File: src/design/mh1_pkg.sv
// Shared types and constants for the 32-bit MurmurHash1 engine.
// No dependencies; the front, queue, back and core files refer to this package by scope.
package mh1_pkg;

  localparam logic [31:0] MUR_MULT    = 32'hc6a4a793;
  localparam int          MUR_SHIFT   = 16;
  localparam int          FIN_SHIFT_A = 10;
  localparam int          FIN_SHIFT_B = 17;

  localparam int QUEUE_DEPTH = 2;
  localparam int QPTR_W      = $clog2(QUEUE_DEPTH);
  localparam int QCNT_W      = $clog2(QUEUE_DEPTH + 1);

  localparam int               PADDR_W   = 3;
  localparam logic [PADDR_W-1:0] ADDR_SEED = 3'd0;

  // One classified key word, as handed from front to back.
  typedef struct packed {
    logic [31:0] word;   // key word with unused high bytes cleared
    logic [31:0] start;  // seed ^ (key_length * multiplier)
    logic        first;
    logic        mix;    // word carries at least one byte
    logic        last;
  } mh1_entry_t;

  typedef enum logic [1:0] {
    S_IDLE,
    S_MIX,
    S_FIN1,
    S_FIN2
  } mh1_state_t;

endpackage

File: src/design/mh1_key_if.sv
// Key word channel: valid/ready handshake with the input item fields.
// Depends on nothing.
interface mh1_key_if;
  logic        valid;
  logic        ready;
  logic [31:0] key_word;
  logic [2:0]  valid_bytes;
  logic        first_word;
  logic        last_word;
  logic [31:0] key_length;

  modport source (output valid, key_word, valid_bytes, first_word, last_word, key_length,
                  input ready);
  modport sink (input valid, key_word, valid_bytes, first_word, last_word, key_length,
                output ready);
endinterface

File: src/design/mh1_hash_if.sv
// Hash result channel: valid/ready handshake with the finished hash.
// Depends on nothing.
interface mh1_hash_if;
  logic        valid;
  logic        ready;
  logic [31:0] hash_value;

  modport source (output valid, hash_value, input ready);
  modport sink (input valid, hash_value, output ready);
endinterface

File: src/design/mh1_front.sv
// Front end: accepts key word beats, masks the word and forms the start value.
// Depends on mh1_pkg and mh1_key_if.
module mh1_front (
  input  logic                 full,
  input  logic [31:0]          seed,
  mh1_key_if.sink              key_in,
  output logic                 push,
  output mh1_pkg::mh1_entry_t  entry
);

  logic [31:0] mask;
  logic [31:0] len_prod;

  always_comb begin
    case (key_in.valid_bytes)
      3'd0:    mask = 32'h0000_0000;
      3'd1:    mask = 32'h0000_00ff;
      3'd2:    mask = 32'h0000_ffff;
      3'd3:    mask = 32'h00ff_ffff;
      default: mask = 32'hffff_ffff;  // four or more: whole word
    endcase
  end

  assign len_prod = key_in.key_length * mh1_pkg::MUR_MULT;

  assign key_in.ready = !full;
  assign push         = key_in.valid && !full;

  assign entry.word  = key_in.key_word & mask;
  assign entry.start = seed ^ len_prod;
  assign entry.first = key_in.first_word;
  assign entry.mix   = (key_in.valid_bytes != 3'd0);
  assign entry.last  = key_in.last_word;

endmodule

File: src/design/mh1_queue.sv
// Two-entry queue of classified key words between front and back.
// Depends on mh1_pkg.
module mh1_queue (
  input  logic                 clk,
  input  logic                 rst,
  input  logic                 push,
  input  mh1_pkg::mh1_entry_t  wr_entry,
  input  logic                 pop,
  output mh1_pkg::mh1_entry_t  rd_entry,
  output logic                 full,
  output logic                 empty
);

  mh1_pkg::mh1_entry_t             slots [mh1_pkg::QUEUE_DEPTH];
  logic [mh1_pkg::QPTR_W-1:0]      wr_ptr;
  logic [mh1_pkg::QPTR_W-1:0]      rd_ptr;
  logic [mh1_pkg::QCNT_W-1:0]      count;

  assign full     = (count == mh1_pkg::QCNT_W'(mh1_pkg::QUEUE_DEPTH));
  assign empty    = (count == '0);
  assign rd_entry = slots[rd_ptr];

  always_ff @(posedge clk) begin
    if (push) begin
      slots[wr_ptr] <= wr_entry;
    end
  end

  always_ff @(posedge clk) begin
    if (rst) begin
      wr_ptr <= '0;
      rd_ptr <= '0;
      count  <= '0;
    end else begin
      if (push) begin
        wr_ptr <= wr_ptr + 1'b1;
      end
      if (pop) begin
        rd_ptr <= rd_ptr + 1'b1;
      end
      case ({push, pop})
        2'b10:   count <= count + 1'b1;
        2'b01:   count <= count - 1'b1;
        default: count <= count;
      endcase
    end
  end

endmodule

File: src/design/mh1_back.sv
// Back end: mixes queued words into the running hash, finalizes on last words.
// Depends on mh1_pkg and mh1_hash_if; one shared constant multiplier.
module mh1_back (
  input  logic                 clk,
  input  logic                 rst,
  input  logic                 empty,
  input  mh1_pkg::mh1_entry_t  entry,
  output logic                 pop,
  mh1_hash_if.source           hash_out
);

  mh1_pkg::mh1_state_t state;
  mh1_pkg::mh1_state_t state_next;

  logic [31:0] running_hash;
  logic [31:0] acc;
  logic [31:0] prod;
  logic [31:0] base;
  logic [31:0] hash_reg;
  logic        out_valid;
  logic        cur_last;
  logic        out_free;
  logic        load_acc;
  logic        load_out;

  assign prod     = acc * mh1_pkg::MUR_MULT;
  assign base     = entry.first ? entry.start : running_hash;
  assign out_free = !out_valid || hash_out.ready;

  always_comb begin
    state_next = state;
    unique case (state)
      mh1_pkg::S_IDLE: begin
        if (!empty) begin
          if (entry.mix) begin
            state_next = mh1_pkg::S_MIX;
          end else if (entry.last) begin
            state_next = mh1_pkg::S_FIN1;
          end
        end
      end
      mh1_pkg::S_MIX: begin
        state_next = cur_last ? mh1_pkg::S_FIN1 : mh1_pkg::S_IDLE;
      end
      mh1_pkg::S_FIN1: begin
        state_next = mh1_pkg::S_FIN2;
      end
      mh1_pkg::S_FIN2: begin
        if (out_free) begin
          state_next = mh1_pkg::S_IDLE;
        end
      end
      default: state_next = mh1_pkg::S_IDLE;
    endcase
  end

  always_comb begin
    pop      = 1'b0;
    load_acc = 1'b0;
    load_out = 1'b0;
    unique case (state)
      mh1_pkg::S_IDLE: begin
        pop      = !empty;
        load_acc = !empty;
      end
      mh1_pkg::S_MIX:  load_acc = 1'b1;
      mh1_pkg::S_FIN1: load_acc = 1'b1;
      mh1_pkg::S_FIN2: load_out = out_free;
      default: ;
    endcase
  end

  always_ff @(posedge clk) begin
    if (rst) begin
      state        <= mh1_pkg::S_IDLE;
      running_hash <= '0;
      out_valid    <= 1'b0;
    end else begin
      state <= state_next;
      if (pop && !entry.mix) begin
        running_hash <= base;
      end else if (state == mh1_pkg::S_MIX) begin
        running_hash <= prod ^ (prod >> mh1_pkg::MUR_SHIFT);
      end
      if (load_out) begin
        out_valid <= 1'b1;
      end else if (hash_out.ready) begin
        out_valid <= 1'b0;
      end
    end
  end

  always_ff @(posedge clk) begin
    if (load_acc) begin
      unique case (state)
        mh1_pkg::S_IDLE: acc <= base + entry.word;
        mh1_pkg::S_MIX:  acc <= prod ^ (prod >> mh1_pkg::MUR_SHIFT);
        mh1_pkg::S_FIN1: acc <= prod ^ (prod >> mh1_pkg::FIN_SHIFT_A);
        default:         acc <= acc;
      endcase
    end
    if (pop) begin
      cur_last <= entry.last;
    end
    if (load_out) begin
      hash_reg <= prod ^ (prod >> mh1_pkg::FIN_SHIFT_B);
    end
  end

  assign hash_out.valid      = out_valid;
  assign hash_out.hash_value = hash_reg;

  a_fin_chain: assert property (@(posedge clk) disable iff (rst)
    state == mh1_pkg::S_FIN1 |=> state == mh1_pkg::S_FIN2)
    else $error("second final round did not follow the first");

  a_out_source: assert property (@(posedge clk) disable iff (rst)
    $rose(out_valid) |-> $past(state) == mh1_pkg::S_FIN2)
    else $error("hash beat raised outside the last final round");

  a_mix_entry: assert property (@(posedge clk) disable iff (rst)
    state == mh1_pkg::S_MIX |-> $past(state) == mh1_pkg::S_IDLE && $past(pop))
    else $error("mix round entered without a popped word");

  a_no_pop_busy: assert property (@(posedge clk) disable iff (rst)
    state != mh1_pkg::S_IDLE |-> !pop)
    else $error("queue popped while a word is in progress");

endmodule

File: src/design/murmur1_hash_engine_core.sv
// MurmurHash1 32-bit engine: front end, two-entry word queue, mixing back end.
// A last word's beat is queued; the back end pops it in S_IDLE, mixes it in S_MIX,
// finalizes it in S_FIN1 and S_FIN2 and registers the hash; a word with no valid
// bytes skips S_MIX. The back end's shared multiplier serves one word at a time: no
// word is popped before the current one leaves S_MIX, or S_FIN2 if last.
// Reset (rst, synchronous): seed and running hash to zero, queue empty, no hash pending.
module murmur1_hash_engine_core (
  input  logic                        clk,
  input  logic                        rst,
  mh1_key_if.sink                     key_in,
  mh1_hash_if.source                  hash_out,
  input  logic                        psel,
  input  logic                        penable,
  input  logic                        pwrite,
  input  logic [mh1_pkg::PADDR_W-1:0] paddr,
  input  logic [31:0]                 pwdata,
  output logic [31:0]                 prdata,
  output logic                        pready
);

  logic                seed_wr;
  logic [31:0]         seed;
  logic                push;
  logic                pop;
  logic                full;
  logic                empty;
  mh1_pkg::mh1_entry_t wr_entry;
  mh1_pkg::mh1_entry_t rd_entry;

  assign pready  = 1'b1;
  assign seed_wr = psel && penable && pwrite && pready && (paddr == mh1_pkg::ADDR_SEED);
  assign prdata  = (paddr == mh1_pkg::ADDR_SEED) ? seed : 32'h0;

  always_ff @(posedge clk) begin
    if (rst) begin
      seed <= '0;
    end else if (seed_wr) begin
      seed <= pwdata;
    end
  end

  mh1_front u_front (
    .full   (full),
    .seed   (seed),
    .key_in (key_in),
    .push   (push),
    .entry  (wr_entry)
  );

  mh1_queue u_queue (
    .clk      (clk),
    .rst      (rst),
    .push     (push),
    .wr_entry (wr_entry),
    .pop      (pop),
    .rd_entry (rd_entry),
    .full     (full),
    .empty    (empty)
  );

  mh1_back u_back (
    .clk      (clk),
    .rst      (rst),
    .empty    (empty),
    .entry    (rd_entry),
    .pop      (pop),
    .hash_out (hash_out)
  );

endmodule
File: src/flat_wrapper.sv
// flat-port wrapper written by rule: the top's interface ports become plain ports
module murmur1_hash_engine_core_flat 
  (clk, rst, psel, penable, pwrite, paddr, pwdata, prdata, pready, key_in_valid, key_in_key_word, key_in_valid_bytes, key_in_first_word, key_in_last_word, key_in_key_length, key_in_ready, hash_out_valid, hash_out_hash_value, hash_out_ready);
  mh1_key_if key_in_i ();
  mh1_hash_if hash_out_i ();
  input  logic clk;
  input  logic rst;
  input  logic psel;
  input  logic penable;
  input  logic pwrite;
  input  logic [mh1_pkg::PADDR_W-1:0] paddr;
  input  logic [31:0] pwdata;
  output logic [31:0] prdata;
  output logic pready;
  input wire logic [$bits(key_in_i.valid)-1:0] key_in_valid;
  input wire logic [$bits(key_in_i.key_word)-1:0] key_in_key_word;
  input wire logic [$bits(key_in_i.valid_bytes)-1:0] key_in_valid_bytes;
  input wire logic [$bits(key_in_i.first_word)-1:0] key_in_first_word;
  input wire logic [$bits(key_in_i.last_word)-1:0] key_in_last_word;
  input wire logic [$bits(key_in_i.key_length)-1:0] key_in_key_length;
  output wire logic [$bits(key_in_i.ready)-1:0] key_in_ready;
  output wire logic [$bits(hash_out_i.valid)-1:0] hash_out_valid;
  output wire logic [$bits(hash_out_i.hash_value)-1:0] hash_out_hash_value;
  input wire logic [$bits(hash_out_i.ready)-1:0] hash_out_ready;
  assign key_in_i.valid = key_in_valid;
  assign key_in_i.key_word = key_in_key_word;
  assign key_in_i.valid_bytes = key_in_valid_bytes;
  assign key_in_i.first_word = key_in_first_word;
  assign key_in_i.last_word = key_in_last_word;
  assign key_in_i.key_length = key_in_key_length;
  assign key_in_ready = key_in_i.ready;
  assign hash_out_valid = hash_out_i.valid;
  assign hash_out_hash_value = hash_out_i.hash_value;
  assign hash_out_i.ready = hash_out_ready;
  murmur1_hash_engine_core u_core (.clk(clk), .rst(rst), .key_in(key_in_i), .hash_out(hash_out_i), .psel(psel), .penable(penable), .pwrite(pwrite), .paddr(paddr), .pwdata(pwdata), .prdata(prdata), .pready(pready));
endmodule
File: config.mk
export PLATFORM = sky130hd
export DESIGN_NAME = murmur1_hash_engine_core_flat
export DESIGN_NICKNAME = d
export VERILOG_FILES = /design/src/design/mh1_pkg.sv /design/src/design/mh1_key_if.sv /design/src/design/mh1_hash_if.sv /design/src/design/mh1_front.sv /design/src/design/mh1_queue.sv /design/src/design/mh1_back.sv /design/src/design/murmur1_hash_engine_core.sv /design/src/flat_wrapper.sv
export SDC_FILE = /design/constraint.sdc
export NUM_CORES = 2
export LEC_CHECK = 0
export ABC_AREA = 1
export ABC_CLOCK_PERIOD_IN_PS = 10010
export BUFFER_PORTS_ARGS = -buffer_cell sky130_fd_sc_hd__buf_4
export CORE_ASPECT_RATIO = 1.1
export CORE_MARGIN = 10
export CORE_UTILIZATION = 60
export DETAILED_ROUTE_END_ITERATION = 8
export PLACE_DENSITY = 0.9
export SYNTH_ARGS = -nofsm -noshare
export SYNTH_HDL_FRONTEND = slang
export SYNTH_SLANG_ARGS = --single-unit
export TNS_END_PERCENT = 20
File: constraint.sdc
create_clock -name clk -period 10.01 [get_ports clk]
set_clock_uncertainty 0.2 [all_clocks]
set_input_delay 2.002 -clock clk [delete_from_list [all_inputs] [get_ports clk]]
set_output_delay 2.002 -clock clk [all_outputs]
set_load 0.02 [all_outputs]
After elaboration in Yosys (flattened, before gate mapping). Memories as Yosys holds them, arrays and structs flattened. A register that Yosys moved wholly into a read port is not among the register bits. Cells that the tools add are included.

Bits in registers: 136. Output and inout port bits: 67. Bits in writable memories: 134. Memories: 1.

Memories: u_core.u_queue.slots (depth 2, bits a word 67, rd ports 1, clocked after memory_dff 1, write ports 1, line mh1_queue.sv:14) `mh1_pkg::mh1_entry_t slots [mh1_pkg::QUEUE_DEPTH];`.

Reductions and logical operators: 22. Bitwise gates (word level): 5. Eq/ne operators: 12. Multiplexer cells: 22. $mul: 2. $add $sub $neg: 5.

Operators by type and width (number): $mux 32 (4); $pmux 32 s4 (1); $pmux 32 s3 (1); $mul 32x31->32 const B (2); $add 32x32->32 (1); $and 32x32->32 (1); $xor 32x15->32 (1); $xor 32x16->32 (1); $xor 32x22->32 (1); $xor 32x32->32 (1); $mux 2 (5); $eq 2x2->1 const B (4); $mux 1 (8); $pmux 2 s4 (1); $eq 3x2->1 const B (2); $logic_not 3->1 (2); $reduce_bool 2->1 (3); $reduce_bool 3->1 (2); $logic_and 1x1->1 (5); $eq 2x1->1 const B (2); $logic_not 1->1 (4); $logic_not 2->1 (2); $ne 2x2->1 const B (2); $pmux 2 s2 (1); 10 further kinds (11).

Logic depth before layout (Yosys ltp).
Word-level depth: 5. Gate-level depth with buffers: 30. Gate-level depth less buffers: 30.

Modules after synthesis. Synthesis repeated with hierarchy kept, for this count alone.

Cell total of the unflattened synthesis: 3679. Area total of the unflattened synthesis: 33139.3 sq um.

Modules (own cells, without submodules): mh1_back (cells each 1974, sequential area each 2652.5 sq um, area an instance 16228.1 sq um, times used 1); mh1_front (cells each 1181, sequential area each 0.0 sq um, area an instance 10062.2 sq um, times used 1); mh1_queue (cells each 241, sequential area each 4124.0 sq um, area an instance 5172.5 sq um, times used 1); murmur1_hash_engine_core (cells each 283, sequential area each 640.6 sq um, area an instance 1676.6 sq um, times used 1).

Worst setup path after synthesis. OpenSTA, ideal clock, no wires.

Path kind: input -> register. From: input key_in_key_length[13]. To: memory u_core.u_queue.slots[0][32] (netlist name) (data pin). Cell stages on the path: 23. Setup slack: 2429 ps. Arrival time: 7124 ps. Data required time: 9553 ps. Path through: fa_1 ha_1 inv_1 fa_1 inv_1 fa_1 fa_1 inv_1 fa_1 fa_1 fa_1 inv_1 ha_1 nand2_1 nor4_1 nand3_1 nand3_1 nand3_1 nand2_1 nand2_1 nand2_1 xnor2_1 inv_1.

RTL lines: start: declaration (line flat_wrapper.sv:20) `input wire logic [$bits(key_in_i.key_length)-1:0] key_in_key_length;`; end: declaration (line mh1_queue.sv:14).

==> out/summary.log <==
INFO  synthesis      synth.lib_cells_used.distinct=58
INFO  routing        detail_routed_net_length_per_standard_cell=21.24um
INFO  final_layout   total_inserted_antenna_cells=0
INFO  worst_hold_path worstHoldPathType=register to register
INFO  worst_hold_path min_from=u_core.u_queue.count[0]$_SDFFE_PP0P_
INFO  critical_path  path_max_fanout=6
INFO  grt            first_global_vias=27130
INFO  synthesis      synth_xor_xnor_area_share=4.133%
INFO  synthesis      largest_family_of_logic_cells_by_synthesized_area=adder cells
INFO  timing         unrepaired_setup_endpoints_after_global_routing=false
INFO  critical_path  crit_arrival=8.07ns
INFO  cts            cts.reportedPaths.clkPinSlew=0.06ns
INFO  status         outcome=finished, final reports clean
INFO  routing        wirelength=94.47mm
INFO  synthesis      synth_most_common_cell=inv_1
INFO  synthesis      synthMuxAreaShare=0.03114%
INFO  synthesis      syn-instance-count=3575
INFO  grt            groute.usage.overall=29.80%
INFO  synthesis      synth_flop_cell=edfxtp_1
INFO  floorplan      placeable_core_region=0.05274sqmm
INFO  run            timing.max_cap.violations=0
INFO  floorplan      dieArea=0.06325sqmm
INFO  cts            post_cts_buffers=0
INFO  floorplan      die-width=240.7um
INFO  final_layout   layout-drive-gt1-share=8.351%
INFO  synthesis      synth.cells.most_frequent=inv_1 (842), nand2_1 (589), ha_1 (522)
INFO  cts            numClockSinks=271
INFO  synthesis      netlist.area_leader.share=21.86%
INFO  synthesis      ys.warnings.count=0
INFO  synthesis      ys_top_cells_by_area=fa_1 (22%), ha_1 (20%), edfxtp_1 (19%)
INFO  synthesis      synth_simple_gate_area_share=12.93%
INFO  cts            cts_max_level=1
INFO  cts            clockRootBuffer=clkbuf_16
INFO  timing         worst-slew-pin-transition=1.095ns
INFO  synthesis      synth_enable_flop_cells=199
INFO  synthesis      synth.ff_latch_count=271
INFO  cts            post_cts_resize_count=0
INFO  timing         final_min_period_over_clock_period=79.25%
INFO  cts            tritoncts=built
INFO  grt            number_of_antenna_violations_at_the_first_check_in_global_routing=0
INFO  timing         finalWorstPathRequiredPeriod=7.933ns
INFO  floorplan      floorplan.die.height=262.8um
INFO  routing        vias_per_inst=5.670
INFO  synthesis      synth_compound_area_share=7.009%
INFO  synthesis      synth.avg_cell_area=8.993squm
INFO  grt            grt_first_pass_wirelength=146.0mm
INFO  final_layout   layout-area-overhead-vs-synth=9.648%
INFO  cts            cts-root-to-sink-buffers=3
INFO  critical_path  timing.critical_path.to_type=register
INFO  synthesis      synth_largest_area_cell=fa_1
INFO  routing        detailedRoute.firstIterationViolations=2272
INFO  synthesis      async_flop_share=0%
INFO  critical_path  timing.critical_path.from_type=input port
INFO  floorplan      std_cell_rows=88
INFO  routing        first_pass_iters=6
INFO  timing         report.final.slew_viol_count=0
INFO  critical_path  critPathLaunch=key_in_key_length[20]
INFO  grt            largest_net_degree_at_the_start_of_global_routing=73
INFO  grt            grt-ovfl-total=0
INFO  synthesis      synth.net_count=4559
INFO  timing         timing.fmax=126.1MHz
INFO  routing        drc=0
INFO  synthesis      synth-adder-area-share=42.17%
INFO  synthesis      ys_seq_area_share=23.07%
INFO  final_layout   nNetsFinal=4732
INFO  placement      routabilityCongestion=1.026
INFO  routing        detailroute.via_count=25220
INFO  critical_path  worst-endpoint-required=10.15ns
INFO  synthesis      synthesis.area=0.03215sqmm
INFO  placement      port-buffer-count=176
INFO  critical_path  critPathKind=input port to register
INFO  timing         totalNegativeSetupSlack=0ns
INFO  floorplan      boundaryPins=178
INFO  floorplan      initial_core_util=60.96%
INFO  critical_path  critical_path.reg2reg.startpoint=u_core.u_back.acc[9]$_DFFE_PP_
INFO  routing        postRouteAntennaNets=0
INFO  timing         finalHoldViolations=0
INFO  placement      place.detailed.hpwl=78.61mm
INFO  cts            numCtsBuffers=30
INFO  cts            holdBufCountCts=0
INFO  timing         setup_viol=0
INFO  timing         max-slew-margin-rel=26.77%
INFO  cts            insertion_delay=0.61ns
sequential cells by signal (all words and copies together), names as in the netlist, named ones only:
name / cells
u_core.u_queue.wr_ptr: 1
u_core.u_back.running_hash: 32
u_core.u_back.state: 2
u_core.seed: 32
u_core.u_queue.rd_ptr: 1
u_core.u_queue.count: 2
u_core.u_back.hash_out.valid: 1
u_core.u_queue.slots: 134
u_core.u_back.hash_out.hash_value: 32
u_core.u_back.acc: 32
u_core.u_back.cur_last: 1
cells in the final DEF, fill, tap and decap left out, types with 4 or more instances in the layout:
cell	count
inv_1	841
nand2_1	588
ha_1	522
fa_1	351
nor2_1	203
buf_4	199
edfxtp_1	199
a21oi_1	133
nand3_1	114
xor2_1	92
o21ai_0	77
dfxtp_1	71
a31oi_1	59
xnor2_1	51
a211oi_1	35
clkbuf_16	30
nand2_2	21
nor3_1	15
nand4_1	13
o21bai_1	10
o21ai_1	10
a22o_1	10
a21o_1	9
o21a_1	7
nand3b_1	7
or2_2	7
a21oi_2	6
clkinv_1	6
inv_2	5
clkinv_2	5
nor4_1	5
o211ai_1	4
or2_1	4
nor3b_1	4
inv_6	4
worst paths after layout:
| kind | endpoint | slack (ns) | depth (start not counted) |
|---|---|---|---|
| max | u_core.u_queue.slots[1][34]$_DFFE_PP_ | 2.08 | 21 |
| min | u_core.u_queue.count[0]$_SDFFE_PP0P_ | 0.29 | 2 |
| max reg2reg | u_core.u_back.acc[8]$_DFFE_PP_ | 2.19 | 26 |
| min reg2reg | u_core.u_queue.count[0]$_SDFFE_PP0P_ | 0.29 | 2 |
critical path, stage by stage:
cell and delay (ns):
buf_4 0.15, fa_1 0.51, ha_1 0.31, fa_1 0.54, inv_1 0.05, fa_1 0.49, fa_1 0.61, fa_1 0.46
fa_1 0.49, inv_1 0.05, fa_1 0.47, ha_1 0.41, nand2_1 0.12, nor2_1 0.23, nand2_1 0.18, nor4_1 0.49
a221oi_1 0.25, inv_1 0.10, nand2_1 0.05, nand2_1 0.05, inv_1 0.05
area by class of cell:
cell class | count | area (sq um)
timing repair buffer | 199 | 1494
multi-input combinational | 2398 | 21350
sequential | 271 | 7418
tap | 675 | 844.6
inverter | 848 | 3184
clock inverter | 22 | 176.4
clock buffer | 34 | 785.8
fill | 3997 | 17490
metal layers:
metal  wire (um)  vias up  track usage [%]
met5           0        -                0
met4        8040        0            21.87
met3        5948      407            4.034
met2       48370     1161            53.69
met1       32120    12000            30.94
li1            -    11650                -
logic make-up after synthesis:
family | after synthesis
and+or+nand+nor | 998
buffers and inverters | 906
DFF | 271
AOI/OAI and AO/OA | 378
other | 1
muxes | 1
adders and majority gates | 873
xor gates and xnor gates | 147
stage by stage:
stage                     std cells  setup slack [ns]  hold slack [ns]  util, %  instance area [sq um]
after global placement         4391             1.494           0.2719    65.01                  34290
after detailed placement       4391             1.571           0.2822    65.01                  34290
after global routing           4447             1.891           0.3180    66.84                  35250
after CTS                      4447             2.174           0.2926    66.84                  35250
final                          4447             2.077           0.2909    66.84                  35250
after floorplan                3575             2.429           0.2602        -                  32150
Power is not shown: default switching activity piles up to over one toggle a cycle in this logic, so the estimate is an artifact.
